===== src/sv/packed_dawg_word_lookup_core_defines.svh =====
// assertion helpers shared by the lookup core
`ifndef PACKED_DAWG_WORD_LOOKUP_CORE_DEFINES_SVH
`define PACKED_DAWG_WORD_LOOKUP_CORE_DEFINES_SVH

// same-cycle implication, disabled while in reset
`define PDWL_ASSERT_IMP(name, clk_s, rst_s, ante, cons, msg) \
    name: assert property (@(posedge clk_s) disable iff (!rst_s) (ante) |-> (cons)) \
        else $error(msg);

// next-cycle implication, disabled while in reset
`define PDWL_ASSERT_NXT(name, clk_s, rst_s, ante, cons, msg) \
    name: assert property (@(posedge clk_s) disable iff (!rst_s) (ante) |=> (cons)) \
        else $error(msg);

`endif


===== src/sv/pdwl_pkg.sv =====
package pdwl_pkg;

    // command codes on the item channel
    localparam logic [1:0] CMD_DICT_WR  = 2'd0;
    localparam logic [1:0] CMD_VOCAB_WR = 2'd1;
    localparam logic [1:0] CMD_CHAR     = 2'd2;

    // configuration register indexes
    localparam logic [0:0] CFG_ROOT_OFFSET = 1'b0;
    localparam logic [0:0] CFG_VOCAB_SIZE  = 1'b1;

    localparam int ADDR_IN_W = 20;
    localparam int CFG_DATA_W = 20;
    localparam int CODE_W = 7;
    localparam int FINAL_BIT = 7;
    localparam int NEXT_BYTES = 4;

    typedef enum logic [1:0] {
        OP_DICT_WR,
        OP_VOCAB_WR,
        OP_CHAR,
        OP_NOP
    } op_t;

    typedef enum logic [1:0] {
        ST_NOT_FOUND = 2'd0,
        ST_FOUND     = 2'd1,
        ST_INVALID   = 2'd2
    } status_t;

    typedef struct packed {
        op_t                  op;
        logic [ADDR_IN_W-1:0] mem_address;
        logic [CODE_W-1:0]    vocab_index;
        logic [7:0]           data_byte;
        logic                 last_char;
    } item_t;

    typedef struct packed {
        logic [ADDR_IN_W-1:0] root_offset;
        logic [7:0]           vocab_size;
    } cfg_t;

    typedef struct packed {
        logic busy;
        logic pop;
    } back_stat_t;

    typedef enum logic [4:0] {
        S_IDLE,
        S_CHAR,
        S_HDR,
        S_HDR_D,
        S_EDGE,
        S_LEN,
        S_CODE,
        S_VCMP,
        S_SKIP,
        S_SCAN_END,
        S_TAKE,
        S_TCODE,
        S_TCMP,
        S_NX0,
        S_NX1,
        S_NX2,
        S_NX3,
        S_NHDR,
        S_FINISH
    } back_state_t;

    // code modulo table size by shifted conditional subtraction
    function automatic logic [CODE_W-1:0] vocab_mod(input logic [CODE_W-1:0] v,
                                                     input int unsigned n);
        logic [15:0] r;
        logic [15:0] d;
        r = {9'd0, v};
        for (int s = CODE_W - 1; s >= 0; s--) begin
            d = 16'(n << s);
            if (r >= d) begin
                r = r - d;
            end
        end
        return r[CODE_W-1:0];
    endfunction

endpackage


===== src/sv/pdwl_if.sv =====
interface pdwl_item_if;
    logic        valid;
    logic        ready;
    logic [1:0]  command;
    logic [19:0] mem_address;
    logic [6:0]  vocab_index;
    logic [7:0]  data_byte;
    logic        last_char;

    modport source (output valid, command, mem_address, vocab_index, data_byte, last_char,
                    input ready);
    modport sink (input valid, command, mem_address, vocab_index, data_byte, last_char,
                  output ready);
endinterface



===== src/sv/pdwl_front.sv =====
module pdwl_front (
    input  logic              clk,
    input  logic              rst_n,
    pdwl_item_if.sink         item,
    output logic              q_valid,
    output pdwl_pkg::item_t   q_item,
    input  logic              q_pop
);

    localparam int QDEPTH = 2;
    localparam int PW = $clog2(QDEPTH);

    pdwl_pkg::item_t slot_reg [QDEPTH];
    logic [PW-1:0]   wr_ptr_reg, wr_ptr_next;
    logic [PW-1:0]   rd_ptr_reg, rd_ptr_next;
    logic [PW:0]     count_reg, count_next;
    pdwl_pkg::item_t incoming;
    logic            push;

    // classify the command into an operation
    always_comb
    begin
        incoming.mem_address = item.mem_address;
        incoming.vocab_index = item.vocab_index;
        incoming.data_byte   = item.data_byte;
        incoming.last_char   = item.last_char;
        unique case (item.command)
            pdwl_pkg::CMD_DICT_WR:  incoming.op = pdwl_pkg::OP_DICT_WR;
            pdwl_pkg::CMD_VOCAB_WR: incoming.op = pdwl_pkg::OP_VOCAB_WR;
            pdwl_pkg::CMD_CHAR:     incoming.op = pdwl_pkg::OP_CHAR;
            default:                incoming.op = pdwl_pkg::OP_NOP;
        endcase
    end

    assign item.ready = (count_reg != (PW+1)'(QDEPTH));
    assign push       = item.valid && item.ready;
    assign q_valid    = (count_reg != '0);
    assign q_item     = slot_reg[rd_ptr_reg];

    // queue pointers and fill count
    always_comb
    begin
        wr_ptr_next = push ? wr_ptr_reg + 1'b1 : wr_ptr_reg;
        rd_ptr_next = q_pop ? rd_ptr_reg + 1'b1 : rd_ptr_reg;
        count_next  = count_reg;
        if (push && !q_pop)
        begin
            count_next = count_reg + 1'b1;
        end
        else if (!push && q_pop)
        begin
            count_next = count_reg - 1'b1;
        end
    end

    always_ff @(posedge clk or negedge rst_n)
    begin
        if (!rst_n)
        begin
            wr_ptr_reg <= '0;
            rd_ptr_reg <= '0;
            count_reg  <= '0;
        end
        else
        begin
            wr_ptr_reg <= wr_ptr_next;
            rd_ptr_reg <= rd_ptr_next;
            count_reg  <= count_next;
        end
    end

    // queue storage
    always_ff @(posedge clk)
    begin
        if (push)
        begin
            slot_reg[wr_ptr_reg] <= incoming;
        end
    end

endmodule


===== src/flat_wrapper.sv =====
// flat-port wrapper written by rule: the top's interface ports become plain ports
module pdwl_front_flat 
  (clk, rst_n, q_valid, q_item, q_pop, item_valid, item_command, item_mem_address, item_vocab_index, item_data_byte, item_last_char, item_ready);
  pdwl_item_if item_i ();
  input  logic clk;
  input  logic rst_n;
  output logic q_valid;
  output pdwl_pkg::item_t q_item;
  input  logic q_pop;
  input wire logic [$bits(item_i.valid)-1:0] item_valid;
  input wire logic [$bits(item_i.command)-1:0] item_command;
  input wire logic [$bits(item_i.mem_address)-1:0] item_mem_address;
  input wire logic [$bits(item_i.vocab_index)-1:0] item_vocab_index;
  input wire logic [$bits(item_i.data_byte)-1:0] item_data_byte;
  input wire logic [$bits(item_i.last_char)-1:0] item_last_char;
  output wire logic [$bits(item_i.ready)-1:0] item_ready;
  assign item_i.valid = item_valid;
  assign item_i.command = item_command;
  assign item_i.mem_address = item_mem_address;
  assign item_i.vocab_index = item_vocab_index;
  assign item_i.data_byte = item_data_byte;
  assign item_i.last_char = item_last_char;
  assign item_ready = item_i.ready;
  pdwl_front u_core (.clk(clk), .rst_n(rst_n), .item(item_i), .q_valid(q_valid), .q_item(q_item), .q_pop(q_pop));
endmodule

===== config.mk =====
export PLATFORM = sky130hd
export DESIGN_NAME = pdwl_front_flat
export DESIGN_NICKNAME = d
export VERILOG_FILES = /design/src/sv/packed_dawg_word_lookup_core_defines.svh /design/src/sv/pdwl_pkg.sv /design/src/sv/pdwl_if.sv /design/src/sv/pdwl_front.sv /design/src/flat_wrapper.sv
export SDC_FILE = /design/constraint.sdc
export NUM_CORES = 1
export LEC_CHECK = 0
export BUFFER_PORTS_ARGS = -buffer_cell sky130_fd_sc_hd__buf_2
export CORE_ASPECT_RATIO = 0.75
export CORE_MARGIN = 4
export CORE_UTILIZATION = 55
export CTS_CLUSTER_SIZE = 12
export DETAILED_ROUTE_END_ITERATION = 10
export PLACE_DENSITY = 0.87
export SLEW_MARGIN = 30
export SYNTH_ARGS = -nofsm -noshare
export SYNTH_HDL_FRONTEND = slang
export SYNTH_SLANG_ARGS = --single-unit
export TNS_END_PERCENT = 50

===== constraint.sdc =====
create_clock -name clk -period 4.05 [get_ports clk]
set_input_delay 0.6075 -clock clk [delete_from_list [all_inputs] [get_ports clk]]
set_output_delay 0.6075 -clock clk [all_outputs]
set_load 0.03 [all_outputs]

Word level (Yosys, flattened, before mapping)
Memory sizes are Yosys's and may differ from the RTL's. Index checks and enable logic that the tools add are counted.

Word-level logic and storage cells: 24. Register bits: 4. RAM bits: 76. Bits of input ports: 42. Memories: 1. Output and inout port bits: 40.

Add/subtract/negate cells: 4. Multiplexer cells: 5. Equality and inequality tests: 3. Reductions and logical operators: 8.

Memory list: u_core.slot_reg (depth 2, width 38, read ports 1, clocked after Yosys merged registers in 0, wr ports 1, line pdwl_front.sv:13) `pdwl_pkg::item_t slot_reg [QDEPTH];`.

Operator list (number): $pmux 2 s3 (1); $mux 2 (2); $reduce_bool 2->1 (2); $logic_and 1x1->1 (3); $add 1x1->1 const B (2); $add 2x1->2 const B (1); $eq 2x1->1 const B (1); $eq 2x2->1 const B (1); $logic_not 1->1 (2); $logic_not 2->1 (1); $mux 1 (2); $ne 2x2->1 const B (1); $sub 2x1->2 const B (1).

Depth between registers and ports, before layout
Gate-level depths: netlist (run 1).

Word-level depth: 6. Gate-level depth with buffers: 7. Mapped depth without buffers: 7.

Least setup slack after synthesis (run 1)
OpenSTA, ideal clock, no wires.

Path type: reg2reg. From: reg u_core.count_reg[0]. To: mem u_core.slot_reg[0][0] (netlist name) (enable). Setup time: 433 ps. Required time: 3617 ps. Data arrival time: 2494 ps. Path slack: 1123 ps. Cell stages (with the launch flop): 4. Buffers on the path: 0. Period minus slack after synthesis: 2927 ps. Cell sequence: dfrtp_1 nand2b_1 nand2_1 nor2_1.

Word-level cells in the longest chain between the ends: 4.

Ends and longest elaborated chain: start: declaration (line pdwl_front.sv:16) `logic [PW:0] count_reg, count_next;`; start signal: assignment (line pdwl_front.sv:68) `count_reg <= count_next;`; $ne 2x2->1 (line pdwl_front.sv:35) `assign item.ready = (count_reg != (PW+1)'(QDEPTH));`; net item_ready (line flat_wrapper.sv:16) `output wire logic [$bits(item_i.ready)-1:0] item_ready;`; $logic_and 1x1->1 (line pdwl_front.sv:36) `assign push = item.valid && item.ready;`; $mux 1 (line pdwl_front.sv:75) `if (push)`; $mux 1 (implied by the code) (line pdwl_front.sv:77) `slot_reg[wr_ptr_reg] <= incoming;`; end: declaration (line pdwl_front.sv:13).

The timed path passes the listed nets, and every way through them passes these cells.

==> results.toml, run 1 <==
[run_status]
outcome = "completed"

[cells_and_area]
area_growth_syn_to_layout_pct = 22.47
mostFrequentLayoutCells = "sky130_fd_sc_hd__buf_2, sky130_fd_sc_hd__edfxtp_1, sky130_fd_sc_hd__mux2_2, sky130_fd_sc_hd__mux2_4, sky130_fd_sc_hd__clkbuf_8"
layout.cells.most_common = "sky130_fd_sc_hd__buf_2"
largest_reg_flops = 76
layout-drive-gt1-share_pct = 60.43
finish.net_count = 268
post-route-util_pct = 72.31
fillCellCount = 344
num_antenna_cells = 0

[floorplanning]
placement_rows = 22
die_area_sq_um = 6693
die_width_um = 93.15
core-area_sq_um = 5065
floorplan.die.height_um = 71.86
ios = 82
initial_util_pct = 59.04

[clock_tree]
post_cts_resize_count = 0
cts_hold_buf = 0
cts_post_setup_buffers_inserted = 0
tritoncts_num_sinks = 80
clk-insertion-delay-late_ps = 330
cts.reportedPaths.clkPinSlew_ps = 70
root_buffer_cell = "sky130_fd_sc_hd__clkbuf_8"
cts_tree = "built"
clk_path_buf_depth = 2
h_tree_depth = 3
numCtsBuffers = 9

[pwr]
p_leak_nw = 1.420
peakVddDrop_mv = 0.4326
power_density_over_cell_area_nw_per_um2 = 769.9

[synthesis]
netlist.area_leader.share_pct = 76.32
synthesis.yosys.warnings = 0
synthTopCellsByArea = "sky130_fd_sc_hd__edfxtp_1, sky130_fd_sc_hd__mux2_2, sky130_fd_sc_hd__mux2_4"
post_synth.cell_area_avg_sq_um = 21.67
syn_inst_count = 138
yosysSeqAreaShare_pct = 79.67
synth_top_cell_by_area = "sky130_fd_sc_hd__edfxtp_1"
synth_cell_types = 17
netlist_area_sq_um = 2990
synth_seq_cells = 80
synth_nets = 181

[worst_setup_path]
end_kind = "output port"
critPathKind = "register to output port"
critPathArrivalTime_ps = 1970
worst_r2r_endpoint = "u_core.slot_reg[1][28]$_DFFE_PP_"
worst-path-max-fanout = 39
cp-start-kind = "register"
worst-r2r-cell-count = 2
worstPathRequired_ps = 3440
regToRegStartpoint = "u_core.count_reg[0]$_DFFE_PN0P_"
r2r_setup_slack_ps = 2280

[global_route]
pin_count_of_the_biggest_net_entering_global_routing = 40
grt_pass1_wl_um = 7320
grt_overflow_total = 0
antenna_found_initial = 1
grtUsageTotal_pct = 15.11
first_global_vias = 1559

[timing]
totalNegativeSetupSlack_ps = 0
final.min_clock_period_ps = 2575
worst-slew-pin-transition_ps = 964.4
rsz0062_at_grt = "false"
max_slew_margin_pct = 35.71
period_share_pct = 63.58
timing.fmax_ghz = 0.3883
finalSetupViolations = 0
report.final.hold_viol_count = 0
final-max-slew-violation-count = 0
clock-skew-final_ps = 6.932

[routing]
met1_length_um = 2016
dr.pass1.iters = 4
dr.first_iter.drc_count = 63
met2_wirelength_um = 2357
routedWlPerCell_um = 16.03
routed_via_density = 4.983
wl_um = 4840
antenna_left = 0
topRoutingLayerUsed = "met5"
detailroute.via_count = 1505
wl_met3_um = 442
drc_errors = 0

[placement]
io_buffer_count = 81
globalplace.congestion = 0.7064

[min_path]
hold_path_class = "input port to asynchronous set/reset pin"

[job]
cap_violations = 0
==> worst max-delay path: stages (launching register included) <==
cell and delay (ps):
sky130_fd_sc_hd__dfrtp_2 1000, sky130_fd_sc_hd__mux2_2 430, sky130_fd_sc_hd__buf_2 180
==> how the worst max path moves through the flow <==
stage	end	from
floorplan	u_core.slot_reg[0][0]$_DFFE_PP_	u_core.count_reg[0]$_DFFE_PN0P_
global placement	q_item[6]	u_core.rd_ptr_reg$_DFFE_PN0P_
detailed placement	q_item[25]	u_core.rd_ptr_reg$_DFFE_PN0P_
CTS	q_item[25]	u_core.rd_ptr_reg$_DFFE_PN0P_
global route	q_item[25]	u_core.rd_ptr_reg$_DFFE_PN0P_
finish	q_item[25]	u_core.rd_ptr_reg$_DFFE_PN0P_
==> power breakdown <==
part / internal, mW / total [mW] / switching, mW
clock network: 0.281 / 0.541 / 0.260
registers: 1.13 / 1.27 / 0.138
logic: 0.394 / 1.01 / 0.613
==> through the flow <==
step	hold WS, ps	total power, mW	setup slack [ps]	cell area [sq um]	std cells
after detailed placement	421.0	2.317	1826	3475	286
after floorplan	311.9	2.043	1123	2990	138
final	65.51	2.820	1475	3662	302
after CTS	44.25	2.861	1451	3662	302
after global routing	33.66	2.960	1367	3662	302
after global placement	416.3	2.273	1821	3447	285
==> routing by layer <==
layer,track usage [%],up-vias
met3,8.080,6
met1,18.06,731
li1,-,704
met5,0,-
met4,4.390,2
met2,24.02,62
==> cell families (layout without fill, tap and decap cells) <==
group | after synthesis | in the layout | share of synthesized area [%]
flops | 80 | 80 | 79.67
buf+inv | 8 | 100 | 1.883
fa+ha+maj | 1 | 1 | 0.4183
mux | 38 | 38 | 15.56
simple gates | 6 | 6 | 1.005
xor+xnor | 5 | 5 | 1.465
==> cell usage after synthesis (all sizes together) <==
cell type   n
xnor2       2
nand2       1
mux2       38
nand2b      1
clkbuf      2
edfxtp     76
buf         4
dfrtp       4
xor2        3
or2         1
nor2        2
and3        1
inv         2
ha          1
==> final cells by class <==
cell class / count / area (sq um) / area share (%)
clock buffer: 10 / 127.6 / 3.485
clock inverter: 6 / 60.06 / 1.640
inverter: 2 / 7.507 / 0.2050
multi-input combinational: 50 / 560.5 / 15.31
sequential: 80 / 2384 / 65.08
tap: 72 / 90.09 / 2.460
timing repair buffer: 82 / 432.9 / 11.82
No activity file was read; power rests on OpenSTA's default activity.
==> run 2: changes to the inputs <==
CORE_UTILIZATION = 46   (was 55)
PLACE_DENSITY = 0.78   (was 0.87)
clock period = 2.32 ns   (was 4.05 ns; I/O delays follow)
==> run 2 against run 1 <==
Against the previous run:
- hold slack better by 130 ps
- clock skew down 4.2 ps
- first-iteration DRC count down 48%
- critical endpoint is now q_item[5]
- non-clock buffer count up 6
- utilization down 13 points
- combinational power up 90%
- wire length up 5.1%
- sequential cell count unchanged
- via count up 1.2%
==> results.toml, run 2 (synthesized netlist as in run 1, its figures left out) <==
[placement]
place_inst = 300
placed_instance_area_sq_um = 3503
half_perimeter_wire_length_after_placement_um = 3621
place_worst_setup_slack_ps = 443.2
globalplace.congestion = 0.6716
io_buffer_count = 81

[cells_and_area]
final_design_area_no_fill_sq_um = 3772
final-instance-count-excl-fill = 317
mostFrequentLayoutCells = "sky130_fd_sc_hd__buf_2, sky130_fd_sc_hd__edfxtp_1, sky130_fd_sc_hd__mux2_2, sky130_fd_sc_hd__mux2_4, sky130_fd_sc_hd__clkbuf_8"
area_growth_syn_to_layout_pct = 26.15
layout-drive-gt1-share_pct = 60.59
largest_reg_flops = 76
fillCellCount = 484
layout.cells.most_common = "sky130_fd_sc_hd__buf_2"
finish.net_count = 274
post-route-util_pct = 59.70
num_antenna_cells = 0

[job]
cap_violations = 0

[clock_tree]
tritoncts_num_sinks = 80
clk-insertion-delay-late_ps = 330
numCtsBuffers = 9
root_buffer_cell = "sky130_fd_sc_hd__clkbuf_8"
cts_tree = "built"
cts.reportedPaths.clkPinSlew_ps = 70
h_tree_depth = 3
clk_path_buf_depth = 2

[timing]
timing.fmax_ghz = 0.5139
final-max-slew-violation-count = 0
finalSetupViolations = 0
report.final.hold_viol_count = 0
period_share_pct = 83.87
final.min_clock_period_ps = 1946
hold_ws_ps = 197.4
totalNegativeSetupSlack_ps = 0
worst-slew-pin-transition_ps = 581.2
setup_ws_ps = 374.1
rsz0062_at_grt = "false"
max_slew_margin_pct = 61.16
clock-skew-final_ps = 2.694

[worst_setup_path]
worst-r2r-cell-count = 4
end_kind = "output port"
worstPathRequired_ps = 1970
critPathArrivalTime_ps = 1600
cp-start-kind = "register"
critPathKind = "register to output port"
worst-path-max-fanout = 23

[floorplanning]
initial_util_pct = 47.33
floorplan.die.height_um = 77.83
ios = 82
die_area_sq_um = 7868
die_width_um = 101.1
core-area_sq_um = 6319
placement_rows = 25

[global_route]
first_global_vias = 1602
grtUsageTotal_pct = 13.64
pin_count_of_the_biggest_net_entering_global_routing = 24
antenna_found_initial = 0
grt_overflow_total = 0
grt_pass1_wl_um = 7914

[routing]
drc_errors = 0
routedWlPerCell_um = 16.05
routed_via_density = 4.804
dr.pass1.iters = 4
detailroute.via_count = 1523
met1_length_um = 2115
topRoutingLayerUsed = "met4"
wl_met3_um = 469
wl_um = 5087
met2_wirelength_um = 2472
antenna_left = 0
dr.first_iter.drc_count = 33

[pwr]
power_mw = 5.274
power_density_over_cell_area_nw_per_um2 = 1398
peakVddDrop_mv = 0.9091
p_leak_nw = 1.475

[min_path]
hold_path_class = "input port to register"
hold_path_depth = 2

[run_status]
outcome = "completed"
## run 2: cell types whose count changed in the layout (fill, tap and decap cells not counted), sizes merged
cell,before,now
dlygate4sd3,0,1
buf,82,87
bufinv,1,4
clkinv,3,1
clkinvlp,2,1
## run 2: final cells by class
class	instances	area (sq um)	area share, %
Tap cell	81	101.3	2.687
Sequential cell	80	2384	63.18
Timing Repair Buffer	88	460.4	12.21
Inverter	2	7.507	0.1990
Multi-Input combinational cell	50	560.5	14.86
Clock buffer	10	127.6	3.383
Clock inverter	6	131.4	3.483
## run 2: worst paths after layout
| path | from | endpoint | slack [ps] |
|---|---|---|---|
| hold / removal | q_pop | u_core.rd_ptr_reg$_DFFE_PN0P_ | 200 |
| max in group asynchronous | rst_n | u_core.rd_ptr_reg$_DFFE_PN0P_ | 1840 |
| hold reg to reg | u_core.count_reg[1]$_DFFE_PN0P_ | u_core.count_reg[1]$_DFFE_PN0P_ | 540 |
| setup reg to reg | u_core.count_reg[0]$_DFFE_PN0P_ | u_core.slot_reg[0][27]$_DFFE_PP_ | 450 |
| min in group asynchronous | rst_n | u_core.count_reg[0]$_DFFE_PN0P_ | 350 |
| setup / recovery | u_core.rd_ptr_reg$_DFFE_PN0P_ | q_item[5] | 370 |
## run 2: power by group
part	total, mW	switching, mW	internal [mW]
clock network	1.27	0.452	0.820
logic	1.92	1.22	0.700
registers	2.08	0.102	1.98
## run 2: layer usage
layer	vias to the layer above	track usage, %
li1	717	-
met1	739	16.15
met2	60	22.39
met3	7	7.188
met4	0	2.390
met5	-	0
## run 2: what timing repair did
item,in CTS,in global routing
hold buffers,1,0
gates resized for setup,0,0
buffers inserted,0,0
hold endpoints to repair,4,0
## run 2: critical path: stages (launching register included)
cell	delay, ps
sky130_fd_sc_hd__dfrtp_2	360
sky130_fd_sc_hd__buf_4	320
sky130_fd_sc_hd__mux2_2	400
sky130_fd_sc_hd__buf_2	180
